$ cat src/rtl/core/zsc_pkg.sv
`timescale 1ns / 1ps

package zsc_pkg;

  // Table geometry. Zones in use never exceed eight, so the table and the
  // per-zone flags are only as deep as the capped zone count.
  localparam int ZONES      = 8;
  localparam int SLOTS      = 4;
  localparam int RESULT_CAP = 8;
  localparam int ZONE_CAP   = (ZONES < RESULT_CAP) ? ZONES : RESULT_CAP;
  localparam int TBL_DEPTH  = ZONE_CAP * SLOTS;
  localparam int ADDR_W     = (TBL_DEPTH > 1) ? $clog2(TBL_DEPTH) : 1;
  localparam int SLOT_IW    = (SLOTS > 1) ? $clog2(SLOTS) : 1;

  // Command queue between the front and the back.
  localparam int CMDQ_DEPTH = 2;
  localparam int CMDQ_PW    = (CMDQ_DEPTH > 1) ? $clog2(CMDQ_DEPTH) : 1;
  localparam int CMDQ_CW    = $clog2(CMDQ_DEPTH + 1);

  // Time constants.
  localparam logic [10:0] MIN_PER_DAY  = 11'd1440;
  localparam logic [10:0] MIN_PER_HOUR = 11'd60;
  localparam logic [2:0]  SUNDAY_BIT   = 3'd6;
  localparam logic [2:0]  SATURDAY     = 3'd6;
  localparam logic [2:0]  SUNDAY       = 3'd0;

  localparam logic [3:0] ZONE_COUNT_RESET = 4'd4;

  typedef enum logic [1:0] {
    ACT_TICK    = 2'd0,
    ACT_WRITE   = 2'd1,
    ACT_MANUAL  = 2'd2,
    ACT_ALL_OFF = 2'd3
  } action_t;

  typedef enum logic {
    REG_RUN_MODE   = 1'b0,
    REG_ZONE_COUNT = 1'b1
  } reg_idx_t;

  // One stored schedule slot.
  typedef struct packed {
    logic [10:0] start;
    logic [10:0] stop;
    logic [6:0]  days;
    logic        enable;
  } slot_t;

  // A classified input word as the back part consumes it.
  typedef struct packed {
    action_t     action;
    logic [2:0]  zone;
    logic [1:0]  slot;
    slot_t       entry;
    logic        bad_arg;
    logic        manual_value;
    logic [10:0] day_minute;
    logic [2:0]  day_bit;
    logic        trusted;
  } cmd_t;

  // Number of zones in use: zero acts as one, large values saturate.
  function automatic logic [3:0] zones_in_use(input logic [3:0] count);
    logic [3:0] n;
    n = count;
    if (n == 4'd0) begin
      n = 4'd1;
    end
    if (n > 4'(ZONE_CAP)) begin
      n = 4'(ZONE_CAP);
    end
    return n;
  endfunction

  function automatic logic [ADDR_W-1:0] slot_addr(input logic [2:0] zone,
                                                  input logic [SLOT_IW-1:0] slot);
    return ADDR_W'(int'(zone) * SLOTS + int'(slot));
  endfunction

endpackage

$ cat src/rtl/core/zsc_front.sv
`timescale 1ns / 1ps

module zsc_front (
  input  logic [1:0]      in_action,
  input  logic [2:0]      in_zone,
  input  logic [1:0]      in_slot,
  input  logic [10:0]     in_window_start,
  input  logic [10:0]     in_window_end,
  input  logic [7:0]      in_day_mask,
  input  logic            in_slot_enable,
  input  logic            in_manual_value,
  input  logic [4:0]      in_hour,
  input  logic [5:0]      in_minute,
  input  logic [2:0]      in_weekday,
  input  logic            in_clock_trusted,
  output zsc_pkg::cmd_t   cmd
);

  logic slot_bad;
  logic window_bad;

  // Argument checks of a slot write; the zone check waits for the back part,
  // which owns the zone count.
  always_comb begin
    slot_bad   = (5'(in_slot) >= 5'(zsc_pkg::SLOTS));
    window_bad = (in_window_start >= zsc_pkg::MIN_PER_DAY) ||
                 (in_window_end > zsc_pkg::MIN_PER_DAY) ||
                 (in_window_start >= in_window_end) ||
                 in_day_mask[7];

    cmd.action       = zsc_pkg::action_t'(in_action);
    cmd.zone         = in_zone;
    cmd.slot         = in_slot;
    cmd.entry.start  = in_window_start;
    cmd.entry.stop   = in_window_end;
    cmd.entry.days   = in_day_mask[6:0];
    cmd.entry.enable = in_slot_enable;
    cmd.bad_arg      = slot_bad || window_bad;
    cmd.manual_value = in_manual_value;
    cmd.day_minute   = 11'(in_hour) * zsc_pkg::MIN_PER_HOUR + 11'(in_minute);
    if ((in_weekday == zsc_pkg::SUNDAY) || (in_weekday > zsc_pkg::SATURDAY)) begin
      cmd.day_bit = zsc_pkg::SUNDAY_BIT;
    end else begin
      cmd.day_bit = in_weekday - 3'd1;
    end
    cmd.trusted = in_clock_trusted;
  end

endmodule

$ cat src/rtl/core/zsc_cmd_fifo.sv
`timescale 1ns / 1ps

module zsc_cmd_fifo (
  input  logic          clk,
  input  logic          rst_n,
  input  logic          wr_en,
  input  zsc_pkg::cmd_t wr_data,
  output logic          full,
  input  logic          rd_en,
  output zsc_pkg::cmd_t rd_data,
  output logic          empty
);

  zsc_pkg::cmd_t                  mem_r [zsc_pkg::CMDQ_DEPTH];
  logic [zsc_pkg::CMDQ_PW-1:0]    wr_ptr_r;
  logic [zsc_pkg::CMDQ_PW-1:0]    rd_ptr_r;
  logic [zsc_pkg::CMDQ_CW-1:0]    count_r;
  logic                           do_wr;
  logic                           do_rd;

  assign full    = (count_r == zsc_pkg::CMDQ_CW'(zsc_pkg::CMDQ_DEPTH));
  assign empty   = (count_r == '0);
  assign do_wr   = wr_en && !full;
  assign do_rd   = rd_en && !empty;
  assign rd_data = mem_r[rd_ptr_r];

  always_ff @(posedge clk) begin
    if (do_wr) begin
      mem_r[wr_ptr_r] <= wr_data;
    end
  end

  always_ff @(posedge clk) begin
    if (!rst_n) begin
      wr_ptr_r <= '0;
      rd_ptr_r <= '0;
      count_r  <= '0;
    end else begin
      if (do_wr) begin
        wr_ptr_r <= (wr_ptr_r == zsc_pkg::CMDQ_PW'(zsc_pkg::CMDQ_DEPTH - 1)) ?
                    '0 : wr_ptr_r + 1'b1;
      end
      if (do_rd) begin
        rd_ptr_r <= (rd_ptr_r == zsc_pkg::CMDQ_PW'(zsc_pkg::CMDQ_DEPTH - 1)) ?
                    '0 : rd_ptr_r + 1'b1;
      end
      if (do_wr && !do_rd) begin
        count_r <= count_r + 1'b1;
      end else if (do_rd && !do_wr) begin
        count_r <= count_r - 1'b1;
      end
    end
  end

endmodule

$ cat src/rtl/core/zsc_back.sv
`timescale 1ns / 1ps

module zsc_back (
  input  logic          clk,
  input  logic          rst_n,
  input  logic          cfg_wr_en,
  input  logic          cfg_index,
  input  logic [3:0]    cfg_data,
  input  zsc_pkg::cmd_t cmd,
  input  logic          cmd_empty,
  output logic          cmd_pop,
  output logic          empty,
  input  logic          pop,
  output logic [2:0]    out_zone_index,
  output logic          out_drive_on,
  output logic          out_window_hit,
  output logic          out_manual_flag,
  output logic          out_status,
  output logic          out_last
);

  typedef enum logic [2:0] {
    ST_IDLE,
    ST_CLR,
    ST_RD,
    ST_CMP,
    ST_EMIT
  } state_t;

  state_t                         state_r;
  zsc_pkg::cmd_t                  cmd_r;
  logic [2:0]                     z_r;
  logic [zsc_pkg::SLOT_IW-1:0]    s_r;
  logic                           run_mode_r;
  logic [3:0]                     zone_count_r;
  logic [zsc_pkg::ZONE_CAP-1:0]   manual_r;
  logic [zsc_pkg::ZONE_CAP-1:0]   window_r;
  logic [zsc_pkg::ZONE_CAP-1:0]   drive_r;
  logic [zsc_pkg::TBL_DEPTH-1:0]  slot_vld_r;
  zsc_pkg::slot_t                 tbl_r [zsc_pkg::TBL_DEPTH];
  zsc_pkg::slot_t                 rd_data_r;
  logic                           rd_vld_r;
  logic                           out_vld_r;

  logic [3:0]                     n_use;
  logic [3:0]                     n_cfg;
  logic [zsc_pkg::ZONE_CAP-1:0]   keep_mask;
  logic                           last_zone;
  logic                           cmd_oor;
  logic                           in_oor;
  logic                           tbl_wr;
  logic [zsc_pkg::ADDR_W-1:0]     wr_addr;
  logic [zsc_pkg::ADDR_W-1:0]     rd_addr;
  logic                           hit_now;
  logic                           out_free;
  logic                           emit_err;

  always_comb begin
    n_use     = zsc_pkg::zones_in_use(zone_count_r);
    n_cfg     = zsc_pkg::zones_in_use(cfg_data);
    for (int z = 0; z < zsc_pkg::ZONE_CAP; z++) begin
      keep_mask[z] = (4'(z) < n_cfg);
    end
    last_zone = ({1'b0, z_r} == (n_use - 4'd1));
    cmd_oor   = ({1'b0, cmd_r.zone} >= n_use);
    in_oor    = ({1'b0, cmd.zone} >= n_use);
    cmd_pop   = (state_r == ST_IDLE) && !cmd_empty;
    tbl_wr    = cmd_pop && (cmd.action == zsc_pkg::ACT_WRITE) && !in_oor && !cmd.bad_arg;
    wr_addr   = zsc_pkg::slot_addr(cmd.zone, zsc_pkg::SLOT_IW'(cmd.slot));
    rd_addr   = zsc_pkg::slot_addr(z_r, s_r);
    hit_now   = cmd_r.trusted && rd_vld_r && rd_data_r.enable &&
                (cmd_r.day_minute >= rd_data_r.start) &&
                (cmd_r.day_minute < rd_data_r.stop) &&
                rd_data_r.days[cmd_r.day_bit];
    out_free  = !out_vld_r || pop;
    emit_err  = cmd_oor || ((cmd_r.action == zsc_pkg::ACT_WRITE) && cmd_r.bad_arg);
  end

  assign empty = !out_vld_r;

  // Schedule table: one write port from the dispatch step, one registered read
  // port for the scan.
  always_ff @(posedge clk) begin
    if (tbl_wr) begin
      tbl_r[wr_addr] <= cmd.entry;
    end
    rd_data_r <= tbl_r[rd_addr];
  end

  always_ff @(posedge clk) begin
    if (!rst_n) begin
      state_r      <= ST_IDLE;
      out_vld_r    <= 1'b0;
      run_mode_r   <= 1'b0;
      zone_count_r <= zsc_pkg::ZONE_COUNT_RESET;
      manual_r     <= '0;
      window_r     <= '0;
      drive_r      <= '0;
      slot_vld_r   <= '0;
      rd_vld_r     <= 1'b0;
      z_r          <= '0;
      s_r          <= '0;
    end else begin
      rd_vld_r <= slot_vld_r[rd_addr];
      if (pop && out_vld_r) begin
        out_vld_r <= 1'b0;
      end

      if (cfg_wr_en) begin
        unique case (zsc_pkg::reg_idx_t'(cfg_index))
          zsc_pkg::REG_RUN_MODE: begin
            run_mode_r <= cfg_data[0];
          end
          zsc_pkg::REG_ZONE_COUNT: begin
            zone_count_r <= cfg_data;
            manual_r     <= manual_r & keep_mask;
            window_r     <= window_r & keep_mask;
            drive_r      <= drive_r & keep_mask;
          end
          default: begin
          end
        endcase
      end

      unique case (state_r)
        ST_IDLE: begin
          if (cmd_pop) begin
            cmd_r <= cmd;
            s_r   <= '0;
            unique case (cmd.action)
              zsc_pkg::ACT_TICK: begin
                z_r     <= '0;
                state_r <= ST_RD;
              end
              zsc_pkg::ACT_ALL_OFF: begin
                z_r     <= '0;
                state_r <= ST_CLR;
              end
              zsc_pkg::ACT_WRITE: begin
                z_r <= cmd.zone;
                if (tbl_wr) begin
                  slot_vld_r[wr_addr] <= 1'b1;
                end
                state_r <= ST_EMIT;
              end
              default: begin
                z_r <= cmd.zone;
                if (!in_oor) begin
                  manual_r[cmd.zone] <= cmd.manual_value;
                end
                state_r <= ST_EMIT;
              end
            endcase
          end
        end

        ST_CLR: begin
          manual_r[z_r] <= 1'b0;
          window_r[z_r] <= 1'b0;
          drive_r[z_r]  <= 1'b0;
          state_r       <= ST_EMIT;
        end

        ST_RD: begin
          state_r <= ST_CMP;
        end

        // The first matching slot ends the zone's scan.
        ST_CMP: begin
          if (hit_now || (s_r == zsc_pkg::SLOT_IW'(zsc_pkg::SLOTS - 1))) begin
            window_r[z_r] <= hit_now;
            drive_r[z_r]  <= run_mode_r ? manual_r[z_r] : hit_now;
            state_r       <= ST_EMIT;
          end else begin
            s_r     <= s_r + 1'b1;
            state_r <= ST_RD;
          end
        end

        ST_EMIT: begin
          if (out_free) begin
            out_vld_r      <= 1'b1;
            out_zone_index <= z_r;
            if ((cmd_r.action == zsc_pkg::ACT_TICK) ||
                (cmd_r.action == zsc_pkg::ACT_ALL_OFF)) begin
              out_drive_on    <= drive_r[z_r];
              out_window_hit  <= window_r[z_r];
              out_manual_flag <= manual_r[z_r];
              out_status      <= 1'b0;
              out_last        <= last_zone;
              if (last_zone) begin
                state_r <= ST_IDLE;
              end else begin
                z_r     <= z_r + 3'd1;
                s_r     <= '0;
                state_r <= (cmd_r.action == zsc_pkg::ACT_TICK) ? ST_RD : ST_CLR;
              end
            end else begin
              out_drive_on    <= !cmd_oor && drive_r[z_r];
              out_window_hit  <= !cmd_oor && window_r[z_r];
              out_manual_flag <= !cmd_oor && manual_r[z_r];
              out_status      <= emit_err;
              out_last        <= 1'b1;
              state_r         <= ST_IDLE;
            end
          end
        end

        default: begin
          state_r <= ST_IDLE;
        end
      endcase
    end
  end

endmodule

$ cat src/rtl/core/zone_schedule_controller.sv
`timescale 1ns / 1ps

// Zone schedule controller. Words go in through a queue-style port (push,
// full) and results come out of one (empty, pop). A time tick yields one
// result per zone in use, in zone order, with last set on the final one;
// an all-off word clears every zone in use and reports each; a slot write
// or a manual-flag word yields a single result. A tick scans the table one
// slot at a time through its registered read port, with a read step and a
// compare step per slot examined, stopping at the first match. A result
// that is not popped holds the back part until it is. The table needs no
// clearing pass: per-slot valid bits mark slots never written as disabled.
// Configuration (run mode, zone count) must be written only while no word
// is in flight; the block itself does not enforce this. Lowering the zone
// count clears the flags of the zones that drop out in the same cycle.

module zone_schedule_controller (
  input  logic        clk,
  input  logic        rst_n,

  input  logic        push,
  output logic        full,
  input  logic [1:0]  in_action,
  input  logic [2:0]  in_zone,
  input  logic [1:0]  in_slot,
  input  logic [10:0] in_window_start,
  input  logic [10:0] in_window_end,
  input  logic [7:0]  in_day_mask,
  input  logic        in_slot_enable,
  input  logic        in_manual_value,
  input  logic [4:0]  in_hour,
  input  logic [5:0]  in_minute,
  input  logic [2:0]  in_weekday,
  input  logic        in_clock_trusted,

  output logic        empty,
  input  logic        pop,
  output logic [2:0]  out_zone_index,
  output logic        out_drive_on,
  output logic        out_window_hit,
  output logic        out_manual_flag,
  output logic        out_status,
  output logic        out_last,

  input  logic        cfg_wr_en,
  input  logic        cfg_index,
  input  logic [3:0]  cfg_data
);

  zsc_pkg::cmd_t front_cmd;
  zsc_pkg::cmd_t queue_cmd;
  logic          queue_empty;
  logic          queue_pop;

  // The front part decodes a word, works out the minute of day and weekday
  // bit, and checks the slot write arguments before the word is queued.
  zsc_front u_front (
    .in_action        (in_action),
    .in_zone          (in_zone),
    .in_slot          (in_slot),
    .in_window_start  (in_window_start),
    .in_window_end    (in_window_end),
    .in_day_mask      (in_day_mask),
    .in_slot_enable   (in_slot_enable),
    .in_manual_value  (in_manual_value),
    .in_hour          (in_hour),
    .in_minute        (in_minute),
    .in_weekday       (in_weekday),
    .in_clock_trusted (in_clock_trusted),
    .cmd              (front_cmd)
  );

  // A short queue lets new words arrive while the back part is still
  // scanning the table for an earlier tick.
  zsc_cmd_fifo u_cmd_fifo (
    .clk     (clk),
    .rst_n   (rst_n),
    .wr_en   (push),
    .wr_data (front_cmd),
    .full    (full),
    .rd_en   (queue_pop),
    .rd_data (queue_cmd),
    .empty   (queue_empty)
  );

  // The back part owns the schedule table, the zone flags and the
  // configuration, and drives the result register.
  zsc_back u_back (
    .clk             (clk),
    .rst_n           (rst_n),
    .cfg_wr_en       (cfg_wr_en),
    .cfg_index       (cfg_index),
    .cfg_data        (cfg_data),
    .cmd             (queue_cmd),
    .cmd_empty       (queue_empty),
    .cmd_pop         (queue_pop),
    .empty           (empty),
    .pop             (pop),
    .out_zone_index  (out_zone_index),
    .out_drive_on    (out_drive_on),
    .out_window_hit  (out_window_hit),
    .out_manual_flag (out_manual_flag),
    .out_status      (out_status),
    .out_last        (out_last)
  );

endmodule

$ cat config.mk
export PLATFORM = sky130hd
export DESIGN_NAME = zone_schedule_controller
export DESIGN_NICKNAME = d
export VERILOG_FILES = /design/src/rtl/core/zsc_pkg.sv /design/src/rtl/core/zsc_front.sv /design/src/rtl/core/zsc_cmd_fifo.sv /design/src/rtl/core/zsc_back.sv /design/src/rtl/core/zone_schedule_controller.sv
export SDC_FILE = /design/constraint.sdc
export NUM_CORES = 1
export LEC_CHECK = 0
export BUFFER_PORTS_ARGS = -buffer_cell sky130_fd_sc_hd__buf_2
export CAP_MARGIN = 10
export CORE_MARGIN = 4
export CORE_UTILIZATION = 55
export CTS_BUF_LIST = sky130_fd_sc_hd__clkbuf_16
export CTS_CLUSTER_SIZE = 25
export DETAILED_ROUTE_END_ITERATION = 10
export PLACE_DENSITY = 0.71
export SLEW_MARGIN = 20
export SYNTH_ARGS = -nofsm -noshare
export SYNTH_HDL_FRONTEND = slang
export SYNTH_SLANG_ARGS = --single-unit
$ cat constraint.sdc
create_clock -name clk -period 4.9 [get_ports clk]
set_input_delay 0.245 -clock clk [delete_from_list [all_inputs] [get_ports clk]]
set_output_delay 0.245 -clock clk [all_outputs]
set_load 0.05 [all_outputs]
# After elaboration in Yosys (flattened, before gate mapping)
# Memory sizes are Yosys's and may differ from the RTL's. A register that Yosys moved wholly into a read port is not among the register bits.
# Index checks and enable logic that the tools add are counted.
# Widths: inputs -> output; s select.
[word_totals]
input_bits = 64
register_bits = 104
n_memories = 2
ramBits = 1068
[memory_table]
columns = ["memory", "depth", "word_bits", "rd", "rd_clocked_by_memory_dff", "wr", "line", "text"]
rows = [
  ["u_back.tbl_r", 32, 30, 1, 1, 1, "zsc_back.sv:40", "zsc_pkg::slot_t tbl_r [zsc_pkg::TBL_DEPTH];"],
  ["u_cmd_fifo.mem_r", 2, 54, 1, 1, 1, "zsc_cmd_fifo.sv:14", "zsc_pkg::cmd_t mem_r [zsc_pkg::CMDQ_DEPTH];"],
]
[op_classes]
bitwise = 9
mul = 1
n_reduce_logical = 57
mux = 78
magnitude_cmp = 26
eq_ne = 16
addsub = 11
[op_table]
columns = ["cell", "count"]
rows = [
  ["$mux 8", 14],
  ["$and 8x8->8", 6],
  ["$pmux 8 s2", 3],
  ["$mux 3", 11],
  ["$or 32x32->32", 1],
  ["$bwmux 8", 3],
  ["$mux 1", 23],
  ["$ge 11x11->1", 2],
  ["$logic_and 1x1->1", 21],
  ["$lt 3x4->1 const A", 4],
  ["$mux 2", 8],
  ["$mux 4", 4],
  ["$pmux 3 s5", 1],
  ["$bmux 1 s3", 4],
  ["$lt 3x4->1 const B", 3],
  ["$lt 5x6->1 const B", 2],
  ["$pmux 3 s2", 2],
  ["$add 11x6->11", 1],
  ["$ge 11x11->1 const B", 1],
  ["$gt 11x11->1 const B", 1],
  ["$lt 11x11->1", 1],
  ["$add 5x2->5", 2],
  ["$mul 5x4->9 const B", 1],
  ["$eq 2x2->1 const B", 4],
  ["other kinds (40)", 75],
]

# Logic depth before layout (Yosys ltp)
[depth]
ltp_word = 14
depth_mapped = 13

# Hierarchy
# Synthesis repeated with hierarchy kept, for this count alone.
[hier_totals]
hier_cells = 2412
hier_area_um2 = 47403.0
[by_module_without_submodules]
columns = ["module", "instances", "cells_per_inst", "area_each_um2"]
rows = [
  ["zsc_back", 1, 2054, 41921.5],
  ["zsc_cmd_fifo", 1, 193, 4127.7],
  ["zsc_front", 1, 165, 1353.8],
]

# Worst setup path after synthesis
# OpenSTA, ideal clock, no wires.
[synth_path]
kind = "reg2reg"
startpoint = "register with a tool-made name"
endpoint = "memory u_back.tbl_r[18][0] (netlist bit) (enable)"
synth_period_minus_slack_ns = 4.174
stages_incl_launch_ff = 12
n_path_buf = 4
slack_ns = 0.726
setup_time_ns = 0.419
arrival_time_ns = 3.756
path_cell_list = "dfxtp_1 > buf_2 > buf_1 > buf_1 > buf_2 > mux2i_1 > ha_1 > inv_1 > or2_2 > nor2_2 > nand2_1 > nor2_1"
[synth_rtl]
columns = ["item", "line"]
rows = [
  ["to (decl)", "zsc_back.sv:40"],
]

# Worst setup path in the final report
[layout_path]
startpoint = "register u_back.zone_count_r[3]"
endpoint = "memory u_back.tbl_r[2][16] (netlist bit) (enable)"
[layout_via]
elab_chain_cells = 10
[layout_lines]
columns = ["item", "line", "text"]
rows = [
  ["from (decl)", "zsc_back.sv:35", "logic [3:0] zone_count_r;"],
  ["from (signal assigned)", "zsc_back.sv:95", "zone_count_r <= zsc_pkg::ZONE_COUNT_RESET;"],
  ["from (signal assigned)", "zsc_back.sv:115", "zone_count_r <= cfg_data;"],
  ["$logic_not 4->1", "zsc_pkg.sv:66", "if (n == 4'd0) begin"],
  ["$mux 4 *", "zsc_pkg.sv:66", ""],
  ["$gt 4x4->1", "zsc_pkg.sv:69", "if (n > 4'(ZONE_CAP)) begin"],
  ["$mux 4 *", "zsc_pkg.sv:69", ""],
  ["$ge 3x4->1 *", "zsc_back.sv:66", "in_oor = ({1'b0, cmd.zone} >= n_use);"],
  ["$logic_not 1->1 *", "zsc_back.sv:68", "tbl_wr = cmd_pop && (cmd.action == zsc_pkg::ACT_WRITE) && !in_oor && !cmd.bad_arg;"],
  ["$logic_and 1x1->1 * (2 in series)", "zsc_back.sv:68", ""],
  ["$mux 1 *", "zsc_back.sv:84", "if (tbl_wr) begin"],
  ["$mux 1 (implied by the code) *", "zsc_back.sv:85", "tbl_r[wr_addr] <= cmd.entry;"],
]
# Mark *: on every way between the ends. The rest lies on a longest branch, timed or not.

==> metrics.yaml <==
status: "finished clean"
clk_path_buf_depth: 3
rows: 106
final_cell_mix: "edfxtp_1, mux4_2, a22oi_1, clkbuf_16, dfxtp_1"
crit_path_start_kind: "flop"
final_area_um2: 53600
dieWidth_um: 299
synth_edf_count: 1097
crit_fanout: 20
area_delta_synth_final_pct: 14.7
drv_cap: 0
antenna_found_initial: 4
hold-path-cell-count: 4
htreeDepth: 3
hp-start: "rst_n"
rrSetupSlack_ns: 1.05
endpoint_kind: "flop"
reg2reg_depth: 11
drive_gt1_frac: 0.258
nNetsFinal: 2717
grt_pass1_vias: 24800
syn_area_um2: 46700
path_class: "flop to flop"
drc_errors: 0
r2r-end: "u_back.tbl_r[2][16]$_DFFE_PP_"
ys_types: 62
clock-root-buffer: "clkbuf_16"
die_y_um: 299
place.gp.congestion: 0.885
fin_setup_tns_ns: 0
cts_buffers: 115
hold_viol_final: 0
synthArstFlopShare: 0
initial_core_util: 0.557
vias: 24700
rsz0062_at_grt: "no"
synth_nets: 2498
slew_viol_final: 0
syn_area_per_cell_um2: 19.8
wl_per_cell_um: 30.8
startpoint: "u_back.zone_count_r[3]$_SDFFE_PN0P_"
globalRoute.totalOverflow: 0
viasPerCell: 6.49
clk_latency_ns: 0.70
drtPass1Iterations: 8
critPathMaxStageDelay_ns: 0.68
syn_inst: 2359
ant_nets: 0
max_slew_margin: 0.274
path_buf_inv: 3
routed_wl_um: 117000
cp_slowest_cell: "a211oi_1"
yosysWarningCount: 0
synth-seq-cells: 1203
hold_end: "u_cmd_fifo.rd_ptr_r$_SDFFE_PN0P_"
fmax_ghz: 0.260
port_buffers: 73
path_cells: "inv_1 > o21ai_1 > inv_1 > ha_1 > nand2b_1 > a21o_1 > a21o_1 > a211oi_1 > nand2_1 > nor2_4 > buf_4"
cp_top_family: "compound AO/OA/AOI/OAI gates"
placed_cell_area_um2: 49200
seq_area_frac_synth: 0.750
die_area_um2: 89700
clock_skew_ns: 0.0426
r2r_start: "u_back.zone_count_r[3]$_SDFFE_PN0P_"
grt_pass1_wl_um: 171000
worst_ep_required_time_ns: 5.27
setup_violations: 0
arrival_ns: 4.23
powerDensity_nw_per_um2: 467
dp_hpwl_um: 75400
synthFlopType: "edfxtp_1"
cts.reportedPaths.clkPinSlew_ns: 0.06
grt_max_degree: 58
grt_usage: 0.263
drt_iter0_markers: 3349
cts.repair.resized: 0
worst_pin_slew_ns: 1.09
cts_tree: "built"
ir_drop_mv: 0.365
clock_sinks: 1203
cts_setup_buffers: 0
fill_cells: 5480
core_um2: 84000
ioPinCount: 74
period_share: 0.786
layout_commonest_cell: "edfxtp_1"
power_leakage_nw: 17.2
layout_min_cycle_time_ns: 3.85
hold_class: "input port to flop"
==> where the power goes <==
group          total [mW]  internal [mW]  switching (mW)
combinational        3.70           1.02            2.68
sequential           12.6           12.3           0.281
clock                8.78           4.97            3.82
==> worst min-delay path, cell delays in order <==
cell	delay, ns
buf_2	0.09
inv_1	0.04
buf_4	0.23
nor2_1	0.12
==> stage by stage <==
| stage | hold slack [ns] | worst slack [ns] | power [mW] | util | instances |
|---|---|---|---|---|---|
| floorplan | 0.344 | 0.726 | 14.7 | - | 2359 |
| global placement | 0.433 | 1.19 | 16.2 | 0.586 | 3537 |
| detailed placement | 0.436 | 1.11 | 16.4 | 0.586 | 3537 |
| CTS | 0.0246 | 1.09 | 25.1 | 0.638 | 3811 |
| global route | 0.0454 | 0.724 | 25.9 | 0.638 | 3812 |
| finish | 0.0550 | 1.05 | 25.0 | 0.638 | 3813 |
==> cell families after synthesis <==
kind of cell               count (synthesis)  share of synthesized area
AOI/OAI and AO/OA                        315                     0.0475
buffers and inverters                    189                     0.0162
muxes                                    308                      0.134
adders and majority gates                 75                     0.0214
xor gates and xnor gates                  20                    0.00375
DFF                                     1203                      0.750
and+or+nand+nor                          249                     0.0266
==> cell usage after synthesis, types with 4 or more instances <==
cell       instances  area, µm²
a31o_2             5       43.8
inv_1             73        274
buf_1              5       18.8
ha_1              67        838
buf_2             37        185
a31oi_1            8       50.1
nor2_1            66        248
nand4_1           40        250
a22o_1             4       35.0
clkbuf_1          73        274
mux4_2           249       5610
a21oi_1           44        220
o2bb2ai_1          4       35.0
xor2_1            10       87.6
nand3_1           24        120
mux2_2            49        552
dfxtp_1          106       2120
or3_1              6       37.5
xnor2_1           10       87.6
and2_1             9       56.3
o22ai_1           10       62.6
nand2_1           53        199
edfxtp_1        1097      32900
nor2b_1            7       43.8
mux2i_1            9       90.1
o21a_1            34        255
a21o_1            11       82.6
and3_1             5       31.3
fa_1               8        160
nand3b_1           4       30.0
o21ai_0           27        135
a22oi_1          130        976
nor3_1            10       50.1
a211oi_1          12       90.1
nand2b_1          11       68.8
==> registers in the layout, summed over array words and instances (netlist names), 2 cells and up, named ones only <==
| signal | cells |
|---|---|
| u_back.cmd_r | 21 |
| u_back.drive_r | 8 |
| u_back.manual_r | 8 |
| u_back.out_zone_index | 3 |
| u_back.rd_data_r | 30 |
| u_back.s_r | 2 |
| u_back.slot_vld_r | 32 |
| u_back.state_r | 3 |
| u_back.tbl_r | 960 |
| u_back.window_r | 8 |
| u_back.z_r | 3 |
| u_back.zone_count_r | 4 |
| u_cmd_fifo.count_r | 2 |
| u_cmd_fifo.mem_r | 108 |
==> area by class of cell <==
type / count / area (µm²) / area share
Antenna cell: 1 / 2.50 / 0.0000467
Timing Repair Buffer: 217 / 1830 / 0.0341
Tap cell: 1134 / 1420 / 0.0265
Inverter: 74 / 278 / 0.00518
Clock buffer: 115 / 2880 / 0.0537
Clock inverter: 102 / 891 / 0.0166
Sequential cell: 1203 / 35100 / 0.655
Multi-Input combinational cell: 967 / 11200 / 0.209
==> worst max path at each step <==
stage,endpoint,slack [ns],cells past startpoint
after global routing,u_back.tbl_r[2][19]$_DFFE_PP_,0.72,11
final,u_back.tbl_r[2][16]$_DFFE_PP_,1.05,11
after detailed placement,u_back.tbl_r[2][15]$_DFFE_PP_,1.11,9
after global placement,u_back.tbl_r[2][13]$_DFFE_PP_,1.19,11
after floorplan,u_back.tbl_r[18][0]$_DFFE_PP_,0.73,11
after CTS,u_back.tbl_r[2][22]$_DFFE_PP_,1.09,9
==> routing by layer <==
layer	GRT usage	wire, µm
met3	0.0664	13700
met5	0	14
met2	0.393	53800
met4	0.0967	4490
met1	0.383	45200
==> timing repair <==
item	4_1_cts	5_1_grt
endpoints found under the setup margin	0	0
hold buffers	57	0
hold endpoints to repair	99	0
Power figures use the tool's default switching activity.
